`src/bps_pkg.sv`:
```
`default_nettype none
// ----------------------------------------------------------------------------
// Beacon parent selection package
// Shared constants, payload types and the battery penalty function.
// ----------------------------------------------------------------------------
package bps_pkg;

  // Number of entries in the ring of recently seen flood identifiers.
  localparam int SEEN_DEPTH = 16;
  localparam int SeenPtrW   = (SEEN_DEPTH > 1) ? $clog2(SEEN_DEPTH) : 1;
  localparam int SeenFillW  = $clog2(SEEN_DEPTH + 1);
  localparam int IdW        = 16;

  // Configuration register indexes.
  localparam int CfgIdxW  = 1;
  localparam int CfgDataW = 8;
  localparam logic [CfgIdxW-1:0] CFG_BATTERY_LEVEL = 1'b0;
  localparam logic [CfgIdxW-1:0] CFG_BEACON_TYPE   = 1'b1;

  // Result status codes.
  localparam logic [2:0] ST_NOT_READY    = 3'd0;
  localparam logic [2:0] ST_INTERFERENCE = 3'd1;
  localparam logic [2:0] ST_WRONG_TYPE   = 3'd2;
  localparam logic [2:0] ST_FIRST_ADOPT  = 3'd3;
  localparam logic [2:0] ST_NEW_BEACON   = 3'd4;
  localparam logic [2:0] ST_DUPLICATE    = 3'd5;
  localparam logic [2:0] ST_OUT_OF_RANGE = 3'd6;

  // One received beacon.
  typedef struct packed {
    logic             receiver_ready;
    logic             interference;
    logic [7:0]       packet_type;
    logic [7:0]       beacon_hops;
    logic [31:0]      beacon_time;
    logic [IdW-1:0]   beacon_id;
    logic [7:0]       beacon_cost;
    logic [IdW-1:0]   sender_id;
  } bcn_in_t;

  // One result item.
  typedef struct packed {
    logic [2:0]       status;
    logic             route_changed;
    logic             rebroadcast;
    logic [IdW-1:0]   next_hop_out;
    logic [8:0]       hops_out;
    logic [7:0]       cost_out;
    logic [31:0]      time_out;
  } bcn_out_t;

  // Battery penalty step: floor(9 * (100 - battery) / 100), battery clamped
  // to 100. The division by 100 is a multiply by 41 and a shift by 12, which
  // is exact for every product up to 900.
  function automatic logic [3:0] battery_penalty(input logic [6:0] battery);
    logic [6:0]  clamped;
    logic [6:0]  deficit;
    logic [9:0]  scaled;
    logic [15:0] recip;
    begin
      clamped = (battery > 7'd100) ? 7'd100 : battery;
      deficit = 7'd100 - clamped;
      scaled  = 10'(deficit) * 10'd9;
      recip   = 16'(scaled) * 16'd41;
      battery_penalty = recip[15:12];
    end
  endfunction

endpackage
`default_nettype wire

```
`src/beacon_parent_selection_unit.sv`:
```
`default_nettype none
// ----------------------------------------------------------------------------
// Beacon parent selection unit
// Picks and maintains the mesh parent from received beacons and tracks
// recently seen flood identifiers in a small ring memory.
// ----------------------------------------------------------------------------
// Usage:
// An item (one received beacon) enters on in_valid_i/in_ready_o with its
// fields in in_data_i. Each item yields exactly one result item on
// out_valid_o/out_ready_i, carrying a status code and the route state after
// the beacon has been applied. Configuration (battery level, beacon type
// byte) is written through cfg_we_i/cfg_idx_i/cfg_data_i while no item is
// in flight; the battery penalty is worked out at the write.
// Items are handled one at a time. A rejected beacon, a beacon outside the
// hop window or the first adoption passes through S_EVAL into S_DONE, where
// its result enters the output register, and the next item is taken once
// the unit is back in S_IDLE. A beacon checked against the seen-ID ring
// also passes through S_SEARCH, where it is compared with K ring entries,
// K at most the number of filled entries (itself at most SEEN_DEPTH), one
// after the other, since the memory gives one entry per cycle.
// When the receiver stalls, the waiting result stays in the output register;
// one further item is taken and processed, and its finished result then
// holds the input off until the output register is free. Reset clears the
// route state, the ring fill count and write pointer; ring contents are
// never read before they are written.
// ----------------------------------------------------------------------------
module beacon_parent_selection_unit (
  input  wire logic                         clk_i,
  input  wire logic                         rst_ni,
  // Beacon input channel.
  input  wire logic                         in_valid_i,
  output logic                              in_ready_o,
  input  wire bps_pkg::bcn_in_t             in_data_i,
  // Result channel.
  output logic                              out_valid_o,
  input  wire logic                         out_ready_i,
  output bps_pkg::bcn_out_t                 out_data_o,
  // Configuration write port.
  input  wire logic                         cfg_we_i,
  input  wire logic [bps_pkg::CfgIdxW-1:0]  cfg_idx_i,
  input  wire logic [bps_pkg::CfgDataW-1:0] cfg_data_i
);

  localparam int PtrW  = bps_pkg::SeenPtrW;
  localparam int FillW = bps_pkg::SeenFillW;

  typedef enum logic [1:0] {
    S_IDLE,
    S_EVAL,
    S_SEARCH,
    S_DONE
  } state_e;

  state_e                   state_q;
  bps_pkg::bcn_in_t         in_q;
  bps_pkg::bcn_out_t        out_q;
  logic                     out_valid_q;

  logic                     have_route_q;
  logic [8:0]               hop_q;
  logic [7:0]               base_cost_q;
  logic [7:0]               own_cost_q;
  logic [bps_pkg::IdW-1:0]  parent_q;
  logic [31:0]              time_q;
  logic [FillW-1:0]         fill_q;
  logic [PtrW-1:0]          wr_ptr_q;
  logic [PtrW-1:0]          srch_idx_q;
  logic [2:0]               status_q;
  logic                     changed_q;
  logic                     rebro_q;

  logic [3:0]               pen_q;
  logic [7:0]               type_code_q;

  logic                     accept_in;
  logic                     out_load;
  logic                     rejected;
  logic [2:0]               reject_code;
  logic                     same_parent;
  logic                     upd_route;
  logic [8:0]               hop_new;
  logic [8:0]               hop_nxt;
  logic                     in_window;
  logic [7:0]               cost_new;
  logic                     go_search;
  logic                     srch_match;
  logic                     srch_last;
  logic [FillW-1:0]         srch_next;
  logic                     rec_now;
  logic [PtrW-1:0]          wr_ptr_nxt;
  logic                     ram_re;
  logic [PtrW-1:0]          ram_raddr;
  logic [bps_pkg::IdW-1:0]  ram_rdata;

  assign in_ready_o  = (state_q == S_IDLE);
  assign accept_in   = in_valid_i && in_ready_o;
  assign out_load    = (state_q == S_DONE) && (!out_valid_q || out_ready_i);
  assign out_valid_o = out_valid_q;
  assign out_data_o  = out_q;

  // Configuration registers; the penalty is derived once per battery write.
  always_ff @(posedge clk_i or negedge rst_ni) begin
    if (!rst_ni) begin
      pen_q       <= 4'd0;
      type_code_q <= 8'd0;
    end else if (cfg_we_i) begin
      unique case (cfg_idx_i)
        bps_pkg::CFG_BATTERY_LEVEL: pen_q <= bps_pkg::battery_penalty(cfg_data_i[6:0]);
        bps_pkg::CFG_BEACON_TYPE:   type_code_q <= cfg_data_i;
        default: ;
      endcase
    end
  end

  // Filtering of the beacon held in the input register.
  always_comb begin
    rejected    = 1'b1;
    reject_code = bps_pkg::ST_NOT_READY;
    priority if (!in_q.receiver_ready) begin
      reject_code = bps_pkg::ST_NOT_READY;
    end else if (in_q.interference) begin
      reject_code = bps_pkg::ST_INTERFERENCE;
    end else if (in_q.packet_type != type_code_q) begin
      reject_code = bps_pkg::ST_WRONG_TYPE;
    end else begin
      rejected = 1'b0;
    end
  end

  // Route update decision and hop window test on the updated hop count.
  assign same_parent = (parent_q == in_q.sender_id);
  assign upd_route   = same_parent ? (base_cost_q < in_q.beacon_cost)
                                   : (base_cost_q > in_q.beacon_cost);
  assign hop_new     = {1'b0, in_q.beacon_hops} + 9'd1;
  assign hop_nxt     = upd_route ? hop_new : hop_q;
  assign in_window   = ({1'b0, hop_nxt} + 10'd4) > {2'b00, in_q.beacon_hops};
  assign cost_new    = in_q.beacon_cost + {2'b00, pen_q, 2'b00};

  // Seen-ID search: the entry read in the previous cycle is compared now.
  assign go_search  = (fill_q != '0);
  assign srch_next  = FillW'(srch_idx_q) + FillW'(1);
  assign srch_match = (ram_rdata == in_q.beacon_id);
  assign srch_last  = (srch_next == fill_q);

  // A new identifier is written at once when the ring is empty or the route
  // is first adopted, otherwise after a search that found no match. Writes
  // and reads of one item never overlap, and the next item's reads start only
  // after S_DONE and S_IDLE have passed, so no forwarding is needed.
  always_comb begin
    rec_now = 1'b0;
    if (state_q == S_EVAL && !rejected) begin
      rec_now = !have_route_q || (in_window && !go_search);
    end else if (state_q == S_SEARCH) begin
      rec_now = !srch_match && srch_last;
    end
  end

  assign wr_ptr_nxt = (wr_ptr_q == PtrW'(bps_pkg::SEEN_DEPTH - 1)) ? '0 : wr_ptr_q + PtrW'(1);

  always_comb begin
    ram_re    = 1'b0;
    ram_raddr = '0;
    if (state_q == S_EVAL) begin
      ram_re = !rejected && have_route_q && in_window && go_search;
    end else if (state_q == S_SEARCH) begin
      ram_re    = !srch_match && !srch_last;
      ram_raddr = srch_next[PtrW-1:0];
    end
  end

  bps_ram #(
    .Width (bps_pkg::IdW),
    .Depth (bps_pkg::SEEN_DEPTH)
  ) u_seen_ram (
    .clk_i   (clk_i),
    .we_i    (rec_now),
    .waddr_i (wr_ptr_q),
    .wdata_i (in_q.beacon_id),
    .re_i    (ram_re),
    .raddr_i (ram_raddr),
    .rdata_o (ram_rdata)
  );

  // Payload registers for the input item and the result item.
  always_ff @(posedge clk_i) begin
    if (accept_in) begin
      in_q <= in_data_i;
    end
    if (out_load) begin
      out_q.status        <= status_q;
      out_q.route_changed <= changed_q;
      out_q.rebroadcast   <= rebro_q;
      out_q.next_hop_out  <= parent_q;
      out_q.hops_out      <= hop_q;
      out_q.cost_out      <= own_cost_q;
      out_q.time_out      <= time_q;
    end
  end

  // Sequencer, route state and ring bookkeeping.
  always_ff @(posedge clk_i or negedge rst_ni) begin
    if (!rst_ni) begin
      state_q      <= S_IDLE;
      out_valid_q  <= 1'b0;
      have_route_q <= 1'b0;
      hop_q        <= 9'd0;
      base_cost_q  <= 8'd0;
      own_cost_q   <= 8'd0;
      parent_q     <= '0;
      time_q       <= 32'd0;
      fill_q       <= '0;
      wr_ptr_q     <= '0;
      srch_idx_q   <= '0;
      status_q     <= bps_pkg::ST_NOT_READY;
      changed_q    <= 1'b0;
      rebro_q      <= 1'b0;
    end else begin
      if (out_load) begin
        out_valid_q <= 1'b1;
      end else if (out_ready_i) begin
        out_valid_q <= 1'b0;
      end

      if (rec_now) begin
        wr_ptr_q <= wr_ptr_nxt;
        if (fill_q != FillW'(bps_pkg::SEEN_DEPTH)) begin
          fill_q <= fill_q + FillW'(1);
        end
      end

      unique case (state_q)
        S_IDLE: begin
          if (accept_in) begin
            state_q   <= S_EVAL;
            changed_q <= 1'b0;
            rebro_q   <= 1'b0;
          end
        end

        S_EVAL: begin
          state_q <= S_DONE;
          priority if (rejected) begin
            status_q <= reject_code;
          end else if (!have_route_q) begin
            // First usable beacon: adopt its sender outright.
            have_route_q <= 1'b1;
            hop_q        <= hop_new;
            time_q       <= in_q.beacon_time;
            base_cost_q  <= in_q.beacon_cost;
            own_cost_q   <= cost_new;
            parent_q     <= in_q.sender_id;
            changed_q    <= 1'b1;
            rebro_q      <= 1'b1;
            status_q     <= bps_pkg::ST_FIRST_ADOPT;
          end else begin
            if (upd_route) begin
              hop_q       <= hop_new;
              base_cost_q <= in_q.beacon_cost;
              own_cost_q  <= cost_new;
              parent_q    <= in_q.sender_id;
              changed_q   <= !same_parent;
            end
            if (in_window) begin
              time_q <= in_q.beacon_time;
              if (go_search) begin
                state_q    <= S_SEARCH;
                srch_idx_q <= '0;
              end else begin
                rebro_q  <= 1'b1;
                status_q <= bps_pkg::ST_NEW_BEACON;
              end
            end else begin
              status_q <= bps_pkg::ST_OUT_OF_RANGE;
            end
          end
        end

        S_SEARCH: begin
          if (srch_match) begin
            status_q <= bps_pkg::ST_DUPLICATE;
            state_q  <= S_DONE;
          end else if (srch_last) begin
            rebro_q  <= 1'b1;
            status_q <= bps_pkg::ST_NEW_BEACON;
            state_q  <= S_DONE;
          end else begin
            srch_idx_q <= srch_idx_q + PtrW'(1);
          end
        end

        S_DONE: begin
          if (out_load) begin
            state_q <= S_IDLE;
          end
        end

        default: state_q <= S_IDLE;
      endcase
    end
  end

endmodule
`default_nettype wire

```
`src/bps_ram.sv`:
```
`default_nettype none
// ----------------------------------------------------------------------------
// Generic single-port-write, single-port-read RAM
// One write and one registered read per cycle; no reset on the contents.
// ----------------------------------------------------------------------------
module bps_ram #(
  parameter int Width = 16,
  parameter int Depth = 16
) (
  input  wire logic                                   clk_i,
  input  wire logic                                   we_i,
  input  wire logic [((Depth > 1) ? $clog2(Depth) : 1)-1:0] waddr_i,
  input  wire logic [Width-1:0]                       wdata_i,
  input  wire logic                                   re_i,
  input  wire logic [((Depth > 1) ? $clog2(Depth) : 1)-1:0] raddr_i,
  output logic      [Width-1:0]                       rdata_o
);

  logic [Width-1:0] mem_q [Depth];

  // Write port.
  always_ff @(posedge clk_i) begin
    if (we_i) begin
      mem_q[waddr_i] <= wdata_i;
    end
  end

  // Registered read port.
  always_ff @(posedge clk_i) begin
    if (re_i) begin
      rdata_o <= mem_q[raddr_i];
    end
  end

endmodule
`default_nettype wire

```
`config.mk`:
```
export PLATFORM = sky130hd
export DESIGN_NAME = beacon_parent_selection_unit
export DESIGN_NICKNAME = d
export VERILOG_FILES = /design/src/bps_pkg.sv /design/src/beacon_parent_selection_unit.sv /design/src/bps_ram.sv
export SDC_FILE = /design/constraint.sdc
export NUM_CORES = 1
export LEC_CHECK = 0
export ABC_AREA = 1
export BUFFER_PORTS_ARGS = -buffer_cell sky130_fd_sc_hd__clkbuf_2
export CAP_MARGIN = 0
export CORE_UTILIZATION = 60
export CTS_CLUSTER_SIZE = 8
export DETAILED_ROUTE_END_ITERATION = 10
export GPL_TIMING_DRIVEN = 0
export PLACE_DENSITY = 0.91
export SYNTH_ARGS = -nofsm -noshare
export SYNTH_HDL_FRONTEND = slang
export SYNTH_SLANG_ARGS = --single-unit
```
`constraint.sdc`:
```
create_clock -name clk_i -period 13.3 [get_ports clk_i]
set_input_delay 1.995 -clock clk_i [delete_from_list [all_inputs] [get_ports clk_i]]
set_output_delay 1.995 -clock clk_i [all_outputs]
set_load 0.01 [all_outputs]
```
## Word level (Yosys, flattened, before mapping)

Memories as Yosys holds them, arrays and structs flattened. A register that Yosys moved wholly into a read port is not among the register bits.
Index checks and enable logic that the tools add are counted.

- $add $sub $neg: 8
- Multiply operators: 2
- Divide/modulo/power cells: 0
- Order comparisons: 4
- Equal/unequal tests: 25
- Shift-type cells: 0
- Mux-type cells: 64
- Bitwise logic cells: 2
- Reduce and logical (&&, ||, !) cells: 35

Operators by type and width:

| kind | count |
|---|---|
| $mux W32 | 2 |
| $mux W4 | 9 |
| $eq A16 B16 Y1 | 2 |
| $mux W16 | 2 |
| $mux W8 | 4 |
| $mux W1 | 26 |
| $mux W3 | 6 |
| $mux W9 | 2 |
| $mul A10 B6 Y16 const B | 1 |
| $ne A2 B2 Y1 const B | 8 |
| $mux W2 | 7 |
| $reduce_and A7 Y1 | 2 |
| $ne A3 B3 Y1 const B | 4 |
| $reduce_and A3 Y1 | 4 |
| $add A9 B3 Y10 const B | 1 |
| $gt A10 B8 Y1 | 1 |
| $mul A7 B4 Y10 const B | 1 |
| $ne A5 B5 Y1 const B | 2 |
| $add A8 B1 Y9 const B | 1 |
| $logic_and A1 B1 Y1 | 9 |
| $add A4 B1 Y4 const B | 2 |
| $add A8 B6 Y8 | 1 |
| $gt A8 B8 Y1 | 1 |
| $lt A8 B8 Y1 | 1 |
| 25 further kinds | 41 |

- Bits in registers: 267
- Latch bits: 0
- Memory bits (writable): 256
- Bits in read-only memories: 0
- Input bits: 104
- Logic and storage cells: 172
- Memories: 1

Memory list:

| memory | depth | width | rd ports | clocked after Yosys merged registers in | write ports | line | RTL |
|---|---|---|---|---|---|---|---|
| u_seen_ram.mem_q | 16 | 16 | 1 | 1 | 1 | bps_ram.sv:19 | `logic [Width-1:0] mem_q [Depth];` |

## Logic depth before layout (Yosys ltp)

Gate-level depths: netlist of run 1.

- Depth after elaboration: 10
- Gate-level depth with buffers: 34
- Mapped depth without buffers: 34

## Modules after synthesis

A second synthesis of run 1 with hierarchy kept.

- Cells, all modules: 2177
- Area, all modules: 23548.8 um^2

Modules (own cells, without submodules):

| module | instances | cells each | area an instance (um^2) | sequential area each (um^2) |
|---|---|---|---|---|
| beacon_parent_selection_unit | 1 | 1103 | 12007.8 | 7432.1 |
| bps_ram | 1 | 1074 | 11541.1 | 8167.8 |

## Least setup slack after synthesis of run 1

No wires, ideal clock.

- Path type: input to register
- From: in cfg_data_i[0] in the netlist's numbering
- To: reg pen_q[3]
- Setup time: 0.117 ns
- Arrival time: 6.882 ns
- Required time: 13.183 ns
- Slack: 6.301 ns
- Stages: 34
- Path buffers: 0
- Cells stage by stage: inv_1 a21oi_1 inv_1 nand2_1 nand2_1 inv_1 nor2_1 inv_1 ha_1 inv_1 o21ai_0 nand2_1 xor2_1 ha_1 ha_1 fa_1 nand2_1 nand2_1 a21oi_1 xor2_1 xor2_1 ha_1 ha_1 ha_1 a21oi_1 o221ai_1 a21oi_1 or2_2 nand2_1 nand2_1 nand2_1 or2_2 nand3_1 nand2_1

- Word-level cells in the longest chain between the ends: 5

Ends and longest elaborated chain:

| element | line | RTL |
|---|---|---|
| start, declared | beacon_parent_selection_unit.sv:41 | `input wire logic [bps_pkg::CfgDataW-1:0] cfg_data_i` |
| $gt A7 B7 Y1 | bps_pkg.sv:61 | `clamped = (battery > 7'd100) ? 7'd100 : battery;` |
| $mux W7 (*) | bps_pkg.sv:61 |  |
| $sub A7 B7 Y7 (*) | bps_pkg.sv:62 | `deficit = 7'd100 - clamped;` |
| $mul A7 B4 Y10 (*) | bps_pkg.sv:63 | `scaled = 10'(deficit) * 10'd9;` |
| $mul A10 B6 Y16 (*) | bps_pkg.sv:64 | `recip = 16'(scaled) * 16'd41;` |
| end signal, assigned | beacon_parent_selection_unit.sv:108 | `bps_pkg::CFG_BATTERY_LEVEL: pen_q <= bps_pkg::battery_penalty(cfg_data_i[6:0]);` |
| end, declared | beacon_parent_selection_unit.sv:72 | `logic [3:0] pen_q;` |

Every way passes the cells marked *; elsewhere a longest branch is shown, timed or not.
A chain may end at the register's enable or synchronous reset.

## Worst setup path in the final report of run 1

Ends and elaborated chain as after synthesis.

==> summary.txt, run 1 <==
Run status
  – Status: complete, no violations

Setup path
  – Crit path max fanout: 6
  – Worst path required time: 13.77 ns
  – Worst r2r path cells: 27
  – RR Endpoint: u_seen_ram.mem_q[0][10]
  – Crit path capture type: flop
  – Worst reg-to-reg setup slack: 7.85 ns
  – Critical path launch point type: primary input
  – Critical path's slowest cell: xor2_1
  – CP arrival: 8.01 ns
  – CP peak stage delay: 0.49 ns
  – Reg2reg start: in_q[22]
  – CP most frequent cell: nand2_1
  – CP Class: in -> reg

Clock network
  – Clk Latency, worst-skew pair: 0.59 ns
  – H-Tree Depth: 3
  – Post-CTS setup repair buffer count: 0
  – Longest Clk Path Bufs: 3
  – CTS clk-pin slew, worst paths: 0.05 ns
  – Clock Sinks: 537
  – TritonCTS Buffers: 77
  – CTS tree: yes
  – Root Driver: clkbuf_16
  – Quantity of gates resized following cts: 0
  – # hold bufs at CTS: 0

Routing
  – DRC viols: 0
  – DRT Pass-1 Iters: 6
  – Antenna Nets Post-Route: 0
  – Vias: 15,730
  – Final WL: 55,310 µm
  – Vias per cell: 6.109
  – DR iter-0 viols: 2,004
  – Avg WL per Cell: 21.49 µm

Logic synthesis
  – Synth Area per Inst: 12.58 µm²
  – Sequential area share after synthesis: 69.32%
  – Synth cell types: 47
  – Post-synth EDFFs: 432
  – Flops & latches, synth: 537
  – Ys flop type: edfxtp_1
  – Cell Area, Synth: 22,500 µm²
  – Yosys warning count: 0
  – Syn Inst Count: 1,789
  – Post-synth ARST share: 19.55%
  – Synth Net Count: 1,971

STA
  – Post-route setup slack: 5.754 ns
  – Final setup TNS: 0 ns
  – Worst hold slack: 0.4386 ns
  – Rel. slew slack: 12.30%
  – Unrepaired setup endpoints after global routing: no
  – Final period utilization: 56.74%
  – Fmax achieved: 0.1325 GHz
  – Slew @ Worst Pin: 1.311 ns
  – Clk_skew: 0.02518 ns
  – Final setup vio count: 0
  – Fin. Hold Viols: 0
  – Fin crit period: 7.546 ns
  – Slew Limit Fails: 0

Layout
  – Fraction of layout cells with a size suffix above 1: 16.67%
  – Commonest non-fill, non-tap cell in the layout: edfxtp_1
  – Most frequent cells in the layout: 432 x edfxtp_1, 321 x nand2_1, 174 x clkbuf_2
  – Share of the core filled with cells: 71.70%
  – Nets@finish: 2,234
  – Layout Area Growth over Synthesis: 17.21%
  – Finished Layout Cells: 2,574
  – Fill cells: 2,139

Power and ir drop
  – Total leakage power: 10.53 nW
  – Switching Fraction: 31.28%
  – Clk pwr share: 33.7%
  – Flop pwr share: 42.6%
  – P_int: 0.003618 W
  – Combinational fraction of design power: 23.7%
  – PD cells: 199.6 nW/µm²
  – Peak VDD IR: 0.0001176 V
  – NetSw: 0.001647 W

Placed design
  – Dpl cells: 2,441
  – Post-DP HPWL: 34,900 µm
  – Port bufs: 175
  – Pre-CTS setup slack: 5.304 ns
  – Gpl congestion: 0.9428

Worst hold path
  – Hold depth: 0
  – Min-Delay Path Class: reg -> reg
  – Hold Path Origin: time_q[13]
  – Hold EP: out_data_o[13]

GRT
  – Largest net degree at the start of global routing: 106
  – Vias in the first global route: 16,080
  – Total grt overflow: 0
  – Global-route wire length before repair: 85,160 µm
  – Tot GR Track Use: 29.20%
  – Initial antenna violation count: 0

Die
  – Core area: 36,790 µm²
  – Num ports: 176
  – Starting Density: 61.17%
  – Die height: 195.7 µm
  – Die Area: 38,280 µm²
  – Die Wd: 195.7 µm
  – Row cnt: 70

Flow run
  – Max Cap Viol: 0
-- stage by stage --
stage,area (µm²),power (W)
2_1_floorplan,22500,0.003000
3_3_place_gp,23960,0.003359
3_5_place_dp,24160,0.003444
4_1_cts,26350,0.005240
5_1_grt,26370,0.005461
6_report,26380,0.005265
-- registers in the layout (all words and copies together) (netlist names), 3 cells and up --
register	cells
u_seen_ram.mem_q	256
in_q	90
srch_idx_q	4
wr_ptr_q	4
hop_q	9
base_cost_q	8
parent_q	16
time_q	32
u_seen_ram.rdata_o	16
fill_q	5
pen_q	4
status_q	3
out_data_o	70
type_code_q	8
own_cost_q	6
-- layout make-up --
class                      count  area, µm²  share of cell area (%)
inverter                     133      501.7                   1.902
antenna                        1      2.502                0.009488
clock inverter                 2      17.52                 0.06641
timing repair buffer         184       1046                   3.966
sequential                   537      15600                   59.15
tap                          468      585.6                   2.220
clock buffer                 130       2168                   8.221
buffer                        68      290.3                   1.101
multi-input combinational   1051       6163                   23.37
-- power groups by stage --
| stage | sequential (W) | combinational (W) | clock, W |
|---|---|---|---|
| 2_1_floorplan | 0.00226 | 0.000744 | 0 |
| 3_3_place_gp | 0.00227 | 0.00109 | 0 |
| 3_5_place_dp | 0.00226 | 0.00118 | 0 |
| 4_1_cts | 0.00224 | 0.00122 | 0.00178 |
| 5_1_grt | 0.00226 | 0.00135 | 0.00185 |
| 6_report | 0.00224 | 0.00125 | 0.00177 |
-- logic make-up (layout without fill, tap and decap cells) --
logic type | count (synthesis) | after routing | synth area share (%)
xor gates and xnor gates | 55 | 55 | 2.141
and+or+nand+nor | 584 | 584 | 10.99
AOI/OAI and AO/OA | 298 | 298 | 7.946
DFF | 537 | 537 | 69.32
buffers and inverters | 201 | 517 | 3.508
other | 0 | 1 | 0
adders and majority gates | 78 | 78 | 4.470
muxes | 36 | 36 | 1.618
-- layer usage --
layer	vias to the layer above	track usage, %	part of all wire (%)
met5	-	0	0
met4	0	14.73	5.3
met3	234	6.206	10
li1	6865	-	-
met1	7538	36.24	36
met2	1088	48.89	49
-- how the worst max path moves through the flow --
stage / start / end / slack (ns)
detailed placement: cfg_data_i[2] / pen_q[3] / 5.30
global route: cfg_data_i[2] / pen_q[3] / 5.15
CTS: cfg_data_i[2] / pen_q[3] / 5.82
finish: cfg_data_i[0] / pen_q[3] / 5.75
floorplan: cfg_data_i[0] / pen_q[3] / 6.30
global placement: cfg_data_i[2] / pen_q[3] / 5.64
-- cell usage after synthesis, types with 2 or more instances --
cell type	instances	area (µm²)
edfxtp_1	432	12970
nand2_1	321	1205
o21ai_0	162	810.8
inv_1	130	488.0
nor2_1	126	473.0
dfrtp_1	105	2628
nand3_1	75	375.4
ha_1	74	925.9
clkbuf_1	54	202.7
xor2_1	45	394.1
o211ai_1	34	255.2
or2_2	34	212.7
mux2i_1	33	330.3
o221ai_1	33	289.0
o22ai_1	33	206.5
a21oi_1	20	100.1
xnor2_1	10	87.58
buf_2	7	35.03
nand4_1	6	37.54
nand2_2	5	31.28
a211oi_1	4	30.03
fa_1	4	80.08
o21ai_2	4	35.03
buf_4	3	22.52
mux2_2	3	33.78
nand3_2	3	30.03
nor2_2	3	18.77
nor4_1	3	18.77
and2_1	2	12.51
buf_1	2	7.510
buf_6	2	22.52
clkinv_1	2	7.510
-- critical path, delay by kind of cell --
kind                       cells  cell delay, ns
adders and majority gates      7            2.13
and+or+nand+nor               13            1.53
AOI/OAI and AO/OA              6            0.94
xor gates and xnor gates       3            0.88
buffers and inverters          6            0.55
Power figures use the tool's default switching activity.
==> run 2, diff against run 1 <==
CORE_UTILIZATION = 54   (was 60)
PLACE_DENSITY = 0.87   (was 0.91)
clock period = 6.1 ns   (was 13.3 ns; I/O delays follow)
==> run 2 against run 1 <==
Clock power rose by 120%. Hold slack worse by 0.031 ns. Global-route usage is 3.4 points lower. Sequential power rose by 120%. Die area grew 11%. Via count down 1.7%. Flip-flop and latch count did not move. Critical path type unchanged. Critical endpoint unchanged. Highest routed layer unchanged.
==> summary.txt, run 2 (synthesized netlist as in run 1, its figures left out) <==
Run status
  – Status: complete, no violations

Die
  – Num ports: 176
  – Die height: 206.1 µm
  – Die Wd: 206.1 µm
  – Die Area: 42,490 µm²
  – Starting Density: 54.99%
  – Row cnt: 74
  – Core area: 40,920 µm²

Clock network
  – H-Tree Depth: 3
  – Longest Clk Path Bufs: 3
  – Clk Latency, worst-skew pair: 0.60 ns
  – CTS clk-pin slew, worst paths: 0.05 ns
  – Clock Sinks: 537
  – TritonCTS Buffers: 77
  – CTS tree: yes
  – # hold bufs at CTS: 0
  – Root Driver: clkbuf_16

Power and ir drop
  – Flop pwr share: 42.4%
  – Total leakage power: 10.55 nW
  – PD cells: 434.0 nW/µm²
  – Combinational fraction of design power: 23.9%
  – PnR Total Power: 0.01151 W
  – P_int: 0.007884 W
  – Peak VDD IR: 0.0003018 V
  – NetSw: 0.003622 W
  – Clk pwr share: 33.6%
  – Switching Fraction: 31.48%

Layout
  – Fill cells: 2,712
  – Ant. Diodes: 0
  – Layout Area Growth over Synthesis: 17.81%
  – Nets@finish: 2,234
  – Commonest non-fill, non-tap cell in the layout: edfxtp_1
  – Most frequent cells in the layout: 432 x edfxtp_1, 321 x nand2_1, 174 x clkbuf_2
  – Max reg flops: 256
  – Largest reg by FF count: u_seen_ram.mem_q
  – Fraction of layout cells with a size suffix above 1: 17.71%
  – Finished Layout Cells: 2,627

Placed design
  – Gpl congestion: 0.9055
  – Dpl cells: 2,501
  – Post-DP HPWL: 34,970 µm
  – Port bufs: 175

Setup path
  – CP Class: in -> reg
  – CP arrival: 6.48 ns
  – Critical path launch point type: primary input
  – Reg2reg start: in_q[19]
  – Crit path capture type: flop
  – Crit path max fanout: 4
  – Worst path required time: 6.63 ns
  – CP peak stage delay: 0.39 ns
  – Crit path launch: cfg_data_i[2]
  – Critical path's slowest cell: fa_2
  – Top delay family on crit path: adder cells
  – CP most frequent cell: nand2_1
  – WP buf/inv: 6

GRT
  – Tot GR Track Use: 25.79%
  – Total grt overflow: 0
  – Vias in the first global route: 15,330
  – Largest net degree at the start of global routing: 106
  – Global-route wire length before repair: 82,700 µm
  – Initial antenna violation count: 0

Routing
  – Antenna Nets Post-Route: 0
  – DRT Pass-1 Iters: 6
  – DRC viols: 0
  – Vias per cell: 5.885
  – Vias: 15,460
  – Final WL: 54,220 µm
  – DR iter-0 viols: 1,755
  – Avg WL per Cell: 20.64 µm

Worst hold path
  – Min-Delay Path Class: in -> async

STA
  – Fmax achieved: 0.1682 GHz
  – Fin. Hold Viols: 0
  – Rel. slew slack: 4.230%
  – Final period utilization: 97.45%
  – Fin crit period: 5.944 ns
  – Final setup vio count: 0
  – Clk_skew: 0.02528 ns
  – Final setup TNS: 0 ns
  – Slew @ Worst Pin: 1.431 ns
  – Slew Limit Fails: 0

Flow run
  – Max Cap Viol: 0
[run 2: power groups by stage]
stage | Sequential, W | Clock (W) | Combinational [W]
after floorplan | 0.00492 | 0 | 0.00162
after global placement | 0.00496 | 0 | 0.00237
after detailed placement | 0.00493 | 0 | 0.00257
after CTS | 0.00487 | 0.00390 | 0.00262
after global routing | 0.00491 | 0.00405 | 0.00300
final | 0.00488 | 0.00387 | 0.00276
[run 2: stage by stage]
step	cell area, µm²	hold slack [ns]	worst slack (ns)	util [%]
5_1_grt	26510	0.4327	-0.08165	64.78
3_3_place_gp	24040	0.4306	-0.4532	58.75
4_1_cts	26400	0.4302	0.01205	64.52
3_5_place_dp	24170	0.4330	-0.7202	59.05
2_1_floorplan	22500	0.4186	0.1806	-
6_report	26510	0.4077	0.1555	64.78
[run 2: area by class of cell]
cell class | count | area (µm²) | share of cell area, %
Buffer | 68 | 290.3 | 1.095
Clock buffer | 115 | 2091 | 7.887
Clock inverter | 7 | 112.6 | 0.4248
Inverter | 133 | 501.7 | 1.893
Multi-Input combinational cell | 1051 | 6241 | 23.54
Sequential cell | 537 | 15600 | 58.84
Tap cell | 532 | 665.6 | 2.511
Timing Repair Buffer | 184 | 1008 | 3.804
[run 2: path summary, 6_finish.rpt]
path / to / slack (ns) / cells after the start
setup reg to reg: u_seen_ram.mem_q[14][11] / 0.67 / 30
setup / recovery: pen_q[3] / 0.16 / 33
min in group clk_i: out_data_o[35] / 0.44 / 0
hold / removal: parent_q[11] / 0.41 / 1
hold reg to reg: out_data_o[35] / 0.44 / 0
max in group asynchronous: time_q[20] / 5.02 / 1
[run 2: timing repair]
action                                  CTS  global route
buffers inserted                          1             2
gates resized for setup                   4            15
endpoints found under the setup margin    2             3
pin swaps                                 0             4
[run 2: layer usage]
metal,part of all wire [%],vias up,track usage [%]
met3,9.7,188,5.456
li1,-,6858,-
met1,37,7482,32.72
met2,49,933,43.12
met4,4.3,0,10.66
met5,0,-,0
